<file path="src/hdl/rmst_pkg.sv">
// Package: shared types, constants and helpers of the range maximum segment tree.
`default_nettype none

package rmst_pkg;

  // Field widths fixed by the item format
  localparam int unsigned IDX_W  = 11;
  localparam int unsigned DATA_W = 32;
  localparam int unsigned CMD_W  = 2;

  // Default sizing
  localparam int unsigned RMST_CAPACITY     = 1024;
  localparam int unsigned RMST_MAX_ADD_SPAN = 10;

  // Configuration port
  localparam int unsigned PADDR_W = 3;
  localparam int unsigned PDATA_W = 32;
  localparam logic [0:0]  REG_ELEMENT_COUNT = 1'b0;
  localparam logic [IDX_W-1:0] ELEMENT_COUNT_RST = 11'd1024;

  // Command codes
  localparam logic [CMD_W-1:0] CMD_LOAD  = 2'd0;
  localparam logic [CMD_W-1:0] CMD_ADD   = 2'd1;
  localparam logic [CMD_W-1:0] CMD_QUERY = 2'd2;
  localparam logic [CMD_W-1:0] CMD_NONE  = 2'd3;

  typedef struct packed {
    logic [CMD_W-1:0]         command;
    logic [IDX_W-1:0]         first_index;
    logic [IDX_W-1:0]         last_index;
    logic signed [DATA_W-1:0] operand_value;
  } rmst_in_t;

  typedef struct packed {
    logic signed [DATA_W-1:0] max_value;
    logic                     bad_range;
  } rmst_out_t;

  // Controller to datapath
  typedef struct packed {
    logic capture;     // latch the input beat
    logic clr_step;    // write zero at the clear pointer and advance
    logic load_wr;     // write the operand to the leaf, start the climb
    logic leaf_rd;     // read the current leaf
    logic leaf_wr;     // write leaf plus operand, start the climb
    logic leaf_next;   // advance to the next leaf of a range add
    logic sib_rd;      // read the sibling of the current node
    logic par_wr;      // write the parent maximum and move up
    logic q_init_rd;   // read the left border node
    logic q_init_take; // seed the running maximum
    logic q_a_rd;      // read the left node and step the left border
    logic q_a_take;    // fold the left node into the maximum
    logic q_b_rd;      // step the right border and read it
    logic q_b_take;    // fold the right node into the maximum
    logic q_shift;     // move both borders up one level
    logic res_ok;      // load a query result into the output register
    logic res_bad;     // load a range error into the output register
  } rmst_cmd_t;

  // Datapath to controller
  typedef struct packed {
    logic [CMD_W-1:0] command;
    logic             load_ok;
    logic             add_ok;
    logic             query_ok;
    logic             clr_last;
    logic             node_root;
    logic             leaf_last;
    logic             a_lt_b;
    logic             a_odd;
    logic             b_odd;
    logic             out_free;
  } rmst_status_t;

  // Signed maximum
  function automatic logic signed [DATA_W-1:0] smax(input logic signed [DATA_W-1:0] x,
                                                    input logic signed [DATA_W-1:0] y);
    return (x >= y) ? x : y;
  endfunction

endpackage

`default_nettype wire

</file>
<file path="src/hdl/rmst_ctrl.sv">
// Controller: sequences clearing, loads, range adds and range queries.
`default_nettype none

module rmst_ctrl (
  input  wire logic                   clk_i,
  input  wire logic                   rst_ni,
  input  wire logic                   in_valid_i,
  output logic                        in_stall_o,
  input  wire rmst_pkg::rmst_status_t status_i,
  output rmst_pkg::rmst_cmd_t         cmd_o
);
  import rmst_pkg::*;

  localparam logic [4:0] S_CLEAR       = 5'd0;
  localparam logic [4:0] S_IDLE        = 5'd1;
  localparam logic [4:0] S_DECODE      = 5'd2;
  localparam logic [4:0] S_LOAD_WR     = 5'd3;
  localparam logic [4:0] S_LEAF_RD     = 5'd4;
  localparam logic [4:0] S_LEAF_WR     = 5'd5;
  localparam logic [4:0] S_SIB_RD      = 5'd6;
  localparam logic [4:0] S_PAR_WR      = 5'd7;
  localparam logic [4:0] S_Q_INIT_RD   = 5'd8;
  localparam logic [4:0] S_Q_INIT_TAKE = 5'd9;
  localparam logic [4:0] S_Q_TEST      = 5'd10;
  localparam logic [4:0] S_Q_A_TAKE    = 5'd11;
  localparam logic [4:0] S_Q_B_TEST    = 5'd12;
  localparam logic [4:0] S_Q_B_TAKE    = 5'd13;
  localparam logic [4:0] S_Q_SHIFT     = 5'd14;
  localparam logic [4:0] S_RES_OK      = 5'd15;
  localparam logic [4:0] S_RES_BAD     = 5'd16;

  logic [4:0] state_q, state_d;

  assign in_stall_o = (state_q != S_IDLE);

  // Next state and commands
  always_comb begin
    state_d = state_q;
    cmd_o   = '0;
    unique case (state_q)
      S_CLEAR: begin
        cmd_o.clr_step = 1'b1;
        if (status_i.clr_last) begin
          state_d = S_IDLE;
        end
      end
      S_IDLE: begin
        if (in_valid_i) begin
          cmd_o.capture = 1'b1;
          state_d       = S_DECODE;
        end
      end
      S_DECODE: begin
        unique case (status_i.command)
          CMD_LOAD:  state_d = status_i.load_ok  ? S_LOAD_WR   : S_RES_BAD;
          CMD_ADD:   state_d = status_i.add_ok   ? S_LEAF_RD   : S_RES_BAD;
          CMD_QUERY: state_d = status_i.query_ok ? S_Q_INIT_RD : S_RES_BAD;
          CMD_NONE:  state_d = S_IDLE;
          default:   state_d = S_IDLE;
        endcase
      end
      S_LOAD_WR: begin
        cmd_o.load_wr = 1'b1;
        state_d       = S_SIB_RD;
      end
      S_LEAF_RD: begin
        cmd_o.leaf_rd = 1'b1;
        state_d       = S_LEAF_WR;
      end
      S_LEAF_WR: begin
        cmd_o.leaf_wr = 1'b1;
        state_d       = S_SIB_RD;
      end
      S_SIB_RD: begin
        // At the root the climb is over: next leaf of an add, or done
        if (status_i.node_root) begin
          if (status_i.command == CMD_ADD && !status_i.leaf_last) begin
            cmd_o.leaf_next = 1'b1;
            state_d         = S_LEAF_RD;
          end else begin
            state_d = S_IDLE;
          end
        end else begin
          cmd_o.sib_rd = 1'b1;
          state_d      = S_PAR_WR;
        end
      end
      S_PAR_WR: begin
        cmd_o.par_wr = 1'b1;
        state_d      = S_SIB_RD;
      end
      S_Q_INIT_RD: begin
        cmd_o.q_init_rd = 1'b1;
        state_d         = S_Q_INIT_TAKE;
      end
      S_Q_INIT_TAKE: begin
        cmd_o.q_init_take = 1'b1;
        state_d           = S_Q_TEST;
      end
      S_Q_TEST: begin
        if (!status_i.a_lt_b) begin
          state_d = S_RES_OK;
        end else if (status_i.a_odd) begin
          cmd_o.q_a_rd = 1'b1;
          state_d      = S_Q_A_TAKE;
        end else begin
          state_d = S_Q_B_TEST;
        end
      end
      S_Q_A_TAKE: begin
        cmd_o.q_a_take = 1'b1;
        state_d        = S_Q_B_TEST;
      end
      S_Q_B_TEST: begin
        if (status_i.b_odd) begin
          cmd_o.q_b_rd = 1'b1;
          state_d      = S_Q_B_TAKE;
        end else begin
          state_d = S_Q_SHIFT;
        end
      end
      S_Q_B_TAKE: begin
        cmd_o.q_b_take = 1'b1;
        state_d        = S_Q_SHIFT;
      end
      S_Q_SHIFT: begin
        cmd_o.q_shift = 1'b1;
        state_d       = S_Q_TEST;
      end
      S_RES_OK: begin
        if (status_i.out_free) begin
          cmd_o.res_ok = 1'b1;
          state_d      = S_IDLE;
        end
      end
      S_RES_BAD: begin
        if (status_i.out_free) begin
          cmd_o.res_bad = 1'b1;
          state_d       = S_IDLE;
        end
      end
      default: begin
        state_d = S_IDLE;
      end
    endcase
  end

  always_ff @(posedge clk_i or negedge rst_ni) begin
    if (!rst_ni) begin
      state_q <= S_CLEAR;
    end else begin
      state_q <= state_d;
    end
  end

endmodule

`default_nettype wire

</file>
<file path="config.mk">
export PLATFORM = sky130hd
export DESIGN_NAME = rmst_ctrl
export DESIGN_NICKNAME = d
export VERILOG_FILES = /design/src/hdl/rmst_pkg.sv /design/src/hdl/rmst_ctrl.sv
export SDC_FILE = /design/constraint.sdc
export NUM_CORES = 1
export LEC_CHECK = 0
export BUFFER_PORTS_ARGS = -buffer_cell sky130_fd_sc_hd__buf_2
export CAP_MARGIN = 40
export CORE_AREA = 3 3 44 46
export DETAILED_ROUTE_END_ITERATION = 16
export DIE_AREA = 0 0 47 49
export PLACE_DENSITY = 0.77
export SKIP_LAST_GASP = 1
export SLEW_MARGIN = 10
export SYNTH_ARGS = -nofsm -noshare
export SYNTH_HDL_FRONTEND = slang
export SYNTH_SLANG_ARGS = --single-unit
export TNS_END_PERCENT = 20
</file>
<file path="constraint.sdc">
create_clock -name clk_i -period 2.15 [get_ports clk_i]
set_clock_uncertainty 0.1 [all_clocks]
set_input_delay 0.645 -clock clk_i [delete_from_list [all_inputs] [get_ports clk_i]]
set_output_delay 0.645 -clock clk_i [all_outputs]
set_load 0.005 [all_outputs]
</file>
==> Yosys cells after proc, flatten, opt, wreduce, memory -nomap -nowiden <==
Index checks and enable logic that the tools add are counted.
{ "classes": {"n_eq_ne": 23, "muxes": 37, "reduce_logical": 8} }
{ "op_table": {"columns": ["cell", "n"], "rows": [
  ["5-bit one-hot mux with 13 select lines", 1],
  ["5-bit by 4-bit equality test with 1-bit output, second input constant", 8],
  ["5-bit 2-to-1 mux", 7],
  ["1-bit 2-to-1 mux", 23],
  ["5-bit by 3-bit equality test with 1-bit output, second input constant", 4],
  ["5-bit one-hot mux with 4 select lines", 1],
  ["5-bit by 2-bit equality test with 1-bit output, second input constant", 2],
  ["3-bit 2-to-1 mux", 3],
  ["5-bit by 1-bit equality test with 1-bit output, second input constant", 1],
  ["5-bit equality test, second input constant", 1],
  ["5-bit logical NOT", 1],
  ["5-bit by 1-bit inequality test with 1-bit output, second input constant", 1],
  ["2-bit equality test, second input constant", 2],
  ["2-bit 2-to-1 mux", 2],
  ["2-bit inequality test, second input constant", 2],
  ["2-bit OR reduction", 2],
  ["3-bit AND reduction", 1],
  ["3-bit OR reduction", 1],
  ["2-bit by 1-bit equality test with 1-bit output, second input constant", 1],
  ["2-bit logical NOT", 1],
  ["2-bit by 1-bit inequality test with 1-bit output, second input constant", 1],
  ["1-bit logical AND", 1],
  ["1-bit logical NOT", 1]
]} }
{ "word_totals": {"register_bits": 5, "inputBits": 15, "output_inout_bits": 18, "word_cells": 69} }

==> Logic depth before layout (Yosys ltp) <==
Gate-level depths: netlist (run 1).
{ "depth": {"ltp_word": 5, "depth_mapped": 6, "ltp_nobuf": 5} }

==> Worst setup path after synthesis (run 1) <==
No wires, ideal clock.
{ "synth_path": {"path_kind": "reg2out", "startpoint": "register state_q[0]", "endpoint": "output port cmd_o[0] (netlist bit)", "arrival_time_ns": 1.216, "slack_ns": 0.189, "stages_incl_launch_ff": 5, "path_cell_list": "dfrtp_1 > or2_2 > clkbuf_1 > nor3_1 > and3_1"} }
{ "synth_lines": {"columns": ["element", "line_no", "source"], "rows": [
  ["start, declared", "rmst_ctrl.sv:32", "logic [4:0] state_q, state_d;"],
  ["start signal, assigned", "rmst_ctrl.sv:152", "state_q <= state_d;"],
  ["end, declared", "rmst_ctrl.sv:10", "output rmst_pkg::rmst_cmd_t cmd_o"]
]} }

==> reports/qor.yml, run 1 <==
grt_max_degree: 14
netlist_instances: 103
synth_mux_area_share_pct: 1.43
wirelength_um: 2160
antenna_found_initial: 0
regMostFlops: "state_q"
crit_chain: "or2_4 -> nor3_4 -> and3_1 -> buf_2"
worstPathArrival_ns: 1.40
critPathRequiredTime_ns: 1.40
synth_compound_area_share_pct: 21.5
p_per_area_nw_per_um2: 1280
cts.htree.levels: 1
path_max_fanout: 8
syn_to_final_growth_pct: 43.9
timing.final.crit_share_pct: 99.9
synth_top_family_by_area: "simple AND/OR/NAND/NOR gates"
syn-cell-area_um2: 698
layout_min_cycle_time_ns: 2.15
grt_overflow: 0
io_buffers: 32
synth-xor-area-share_pct: 0
fin_nets: 160
clockBufferDepth: 2
setup_tns_ns: 0
reg_top3: "state_q (5)"
async_flop_share_pct: 100
row_count: 14
pwr-share-clk_pct: 8.5
instances_no_fill: 160
largest_reg_flops: 5
slowest_delay_ns: 0.46
synth-seq-cells: 5
fin_util_pct: 65.2
dpl.hpwl_um: 1640
p_comb_share_pct: 75.5
slew_headroom_pct: 72.7
wl_met2_um: 997
synthAdderAreaFrac_pct: 0
crit_family: "simple AND/OR/NAND/NOR gates"
io_pins: 33
clock_latency_ns: 0.24
p_sw_share_pct: 48.9
num_vias: 896
synth_edf_count: 0
clk_pin_slew_worst_paths_ns: 0.04
leakage_nw: 0.490
hold_viol: 0
drtAntennaViolNets: 0
layout_common_cells: "buf_2 (32), nor2_1 (14), buf_4 (12)"
drcViolationCount: 0
dieArea_um2: 2300
grt_pass1_wl_um: 3460
drt_iter0_drc: 46
fp.dieW_um: 47
power_frac_seq_pct: 16.0
crit_slowest_cell: "dfrtp_2"
worst-path-buf-inv: 1
fp.dieH_um: 49
r2r_cells: 6
syn_avg_cell_area_um2: 6.78
crit_path_start_kind: "flop"
wl_met3_um: 201
critPathKind: "flop to primary output"
final_common_cell: "buf_2"
end_kind: "primary output"
yosysUniqueCellTypes: 34
routedWlPerCell_um: 13.5
ff2ff_setup_slack_ns: 0.33
fillers: 145
ys_dominant_reg_cell: "dfrtp_1"
dp.cells: 155
irDropWorstVdd_v: 0.000706
cts_buffers: 3
initial_core_util_pct: 45.3
clock_sinks: 5
root_buffer: "clkbuf_4"
final_max_slew_viol_count: 0
final_layout_size_suffix_gt1_share_pct: 42.4
hold_class: "input pin to asynchronous set/reset pin"
grtUsageTotal_pct: 19.7
worst_pin_slew_ns: 0.399
drv_cap: 0
gp_congestion: 0.917
fmax_mhz: 466
rsz0062_at_grt: "yes"
routed.top_layer: "met4"
power.internal_w: 0.000656
antennaDiodeCount: 0
power_w: 0.00128
cp.depth: 4
synth-simple-area-share_pct: 51.6
wl_met1_um: 932
cts_tree: "done"
status: "complete, no violations"
core_um2: 1540
p_sw_w: 0.000628
grt_pass1_vias: 796
drt_pass1_iterations: 4
setup_viol: 0
syn-num-nets: 118
yosys_warnings: 0
seq_area_frac_synth_pct: 17.9
vias_per_cell: 5.60
[layer usage]
layer	GRT usage, %	up-vias
li1	-	453
met4	5.53	0
met5	0	-
met2	30.1	48
met3	4.43	4
met1	27.2	391
[layout make-up]
| class | count | area (um^2) | share of cell area (%) |
|---|---|---|---|
| clock buffers | 4 | 26.3 | 2.62 |
| well taps | 16 | 20.0 | 1.99 |
| inverters | 4 | 15.0 | 1.49 |
| multi-input cells | 87 | 566 | 56.3 |
| repair buffers | 44 | 250 | 24.9 |
| flip-flops and latches | 5 | 128 | 12.7 |
[cells in the mapped netlist, types with 2 or more instances]
cell	count	area, um^2
nor4_1	2	12.5
nand3_1	6	30.0
nor2_1	15	56.3
nand2b_1	8	50.1
inv_1	4	15.0
nand2_1	9	33.8
buf_2	3	15.0
o21ai_0	5	25.0
nor2b_1	3	18.8
and3_1	2	12.5
a21oi_1	4	20.0
nor3_1	10	50.1
dfrtp_1	5	125
clkbuf_1	3	11.3
nor3b_1	2	15.0
o31ai_1	2	15.0
nand3b_1	3	22.5
[worst register-to-register path: cells and delay by family, from the launching register on]
family	cells	cell delay [ns]
AND/OR/NAND/NOR	3	0.42
flip-flops	1	0.42
AO/OA/AOI/OAI	1	0.42
buffers and inverters	1	0.20
multiplexers	1	0.13
[kinds of logic (layout without fill, tap and decap cells)]
logic type             Yosys count  count (layout)
multiplexers                     1               1
buffers and inverters           11              52
flip-flops                       5               5
AO/OA/AOI/OAI                   19              19
AND/OR/NAND/NOR                 67              67
[power groups by stage]
stage	Combinational, W	Sequential [W]	Clock [W]
6_report	0.000969	0.000205	0.000109
5_1_grt	0.00107	0.000212	0.000121
4_1_cts	0.000895	0.000191	0.000111
3_5_place_dp	0.000866	0.000195	0
3_3_place_gp	0.000852	0.000193	0
2_1_floorplan	0.000585	0.000174	0
[path summary, 6_finish.rpt]
kind	from	end
setup / recovery	state_q[0]$_DFFE_PN0P_	cmd_o[0]
hold / removal	rst_ni	state_q[2]$_DFFE_PN0P_
setup reg to reg	state_q[2]$_DFFE_PN0P_	state_q[0]$_DFFE_PN0P_
hold reg to reg	state_q[3]$_DFFE_PN0P_	state_q[3]$_DFFE_PN0P_
max in group asynchronous	rst_ni	state_q[3]$_DFFE_PN0P_
min in group clk_i	state_q[3]$_DFFE_PN0P_	state_q[3]$_DFFE_PN0P_
[per-stage QoR]
stage / worst slack [ns] / hold WS, ns / area [um^2]
after detailed placement: 0.150 / 0.363 / 923
after floorplan: 0.189 / 0.249 / 698
after global routing: -0.0832 / 0.100 / 1000
after CTS: -0.0372 / 0.108 / 963
after global placement: 0.160 / 0.359 / 923
final: 0.00270 / 0.106 / 1000
[timing repair]
item / 4_1_cts / 5_1_grt
setup endpoints to repair: 9 / 10
pin swaps: 1 / 2
hold buffers: 0 / 0
gates resized for setup: 2 / 10
buffers inserted: 1 / 0
Note: power is estimated with default switching activity, not from simulation.
==> run 2, diff against run 1 <==
==> constraint.sdc (replaced) <==
create_clock -name clk_i -period 2.15 [get_ports clk_i]
set_clock_uncertainty 0.1 [all_clocks]
set_input_delay 0.1075 -clock clk_i [delete_from_list [all_inputs] [get_ports clk_i]]
set_output_delay 0.1075 -clock clk_i [all_outputs]
set_load 0.005 [all_outputs]
==> run 2 against run 1 <==
- utilization fell by 6.0 points
- setup slack improved by 0.24 ns
- register-to-register slack got worse by 0.07 ns
- power down 16%
==> reports/qor.yml, run 2 (synthesis gave the netlist of run 1 again) <==
gr-usage-met2_pct: 27.4
grt_pass1_vias: 752
final_layout_size_suffix_gt1_share_pct: 32.8
grt_pass1_wl_um: 3280
drt_pass1_iterations: 4
fmax_mhz: 524
root_buffer: "clkbuf_4"
crit_path_start_kind: "flop"
cts_buffers: 3
gp_congestion: 0.938
fp.dieW_um: 47
reg_top3: "state_q (5)"
largest_reg_flops: 5
rr_startpoint: "state_q[2]$_DFFE_PN0P_"
setup_viol: 0
fp.dieH_um: 49
initial_core_util_pct: 45.3
busiest_layer: "met1"
rr_endpoint: "state_q[0]$_DFFE_PN0P_"
preCtsSetupSlack_ns: 0.290
clk_pin_slew_worst_paths_ns: 0.04
layout_min_cycle_time_ns: 1.91
grt_use_met1_pct: 28.2
regMostFlops: "state_q"
critPathRequiredTime_ns: 1.94
dpl.hpwl_um: 1660
slew_headroom_pct: 69.5
io_buffers: 32
clock_latency_ns: 0.23
critical_path.startpoint: "state_q[3]$_DFFE_PN0P_"
num_vias: 860
io_pins: 33
rsz0062_at_grt: "no"
leakage_nw: 0.442
layout_common_cells: "buf_2 (32), nor2_1 (15), nand2_1 (9), nor3_1 (9), nand2b_1 (8)"
antennaDiodeCount: 0
drv_cap: 0
critPathKind: "flop to primary output"
row_count: 14
grtUsageTotal_pct: 18.4
timing.final.crit_share_pct: 88.7
wirelength_um: 2060
worstPathArrival_ns: 1.70
status: "complete, no violations"
hold_class: "input pin to flop"
syn_to_final_growth_pct: 30.6
grt_overflow: 0
use_met3_pct: 1.11
cts_setup_buffers: 0
dieArea_um2: 2300
drtAntennaViolNets: 0
final_max_slew_viol_count: 0
power_w: 0.00108
clockBufferDepth: 2
irDropWorstVdd_v: 0.000696
fin_util_pct: 59.2
r2r_cells: 4
routedWlPerCell_um: 13.5
end_kind: "primary output"
antenna_found_initial: 0
path_max_fanout: 14
worst_pin_slew_ns: 0.457
fin_nets: 153
drt_iter0_drc: 38
fin_ws_ns: 0.242
p_per_area_nw_per_um2: 1190
clock_sinks: 5
final_common_cell: "buf_2"
setup_tns_ns: 0
cts_tree: "done"
vias_per_cell: 5.62
cts.htree.levels: 1
grt_max_degree: 15
drcViolationCount: 0
core_um2: 1540
hold_viol: 0
crit_end: "cmd_o[11]"
ff2ff_setup_slack_ns: 0.26
[run 2: layout make-up]
type	instances	area, um^2
multi-input cells	87	526
clock buffers	4	26.3
inverters	4	15.0
fillers	144	629
flip-flops and latches	5	125
well taps	16	20.0
repair buffers	37	200
[run 2: power by group]
part	internal [W]	switching, W	total [W]
clock network	0.0000700	0.0000365	0.000107
logic	0.000324	0.000370	0.000694
registers	0.000135	0.000146	0.000281
total	0.000529	0.000553	0.00108
[run 2: per-layer routing]
metal / part of all wire (%) / wire, um
met5: 0 / 0
met4: 0 / 0
met3: 9.4 / 193
met2: 47 / 963
met1: 44 / 904
[run 2: stage by stage]
step / area, um^2 / cells / hold slack (ns)
2_1_floorplan: 698 / 103 / -0.288
3_3_place_gp: 871 / 148 / -0.175
3_5_place_dp: 871 / 148 / -0.172
4_1_cts: 907 / 153 / 0.0336
5_1_grt: 912 / 153 / 0.0440
6_report: 912 / 153 / 0.0432
[run 2: repair_timing]
item	CTS	global route
setup endpoints to repair	0	1
gates resized for setup	0	1
hold buffers	1	0
endpoints found under the hold margin	5	0
[run 2: critical path, stage by stage (launching register included)]
cell	delay, ns
dfrtp_1	0.53
nor2_1	0.35
nand2b_1	0.19
nor4_1	0.24
buf_2	0.16
[run 2: worst min path at each step]
stage	startpoint	endpoint	slack (ns)	cells past startpoint
floorplan	rst_ni	state_q[0]$_DFFE_PN0P_	-0.29	0
detailed placement	rst_ni	state_q[1]$_DFFE_PN0P_	-0.17	1
CTS	status_i[10]	state_q[3]$_DFFE_PN0P_	0.03	2
global placement	rst_ni	state_q[2]$_DFFE_PN0P_	-0.17	1
finish	status_i[10]	state_q[3]$_DFFE_PN0P_	0.04	2
global route	status_i[10]	state_q[3]$_DFFE_PN0P_	0.04	2
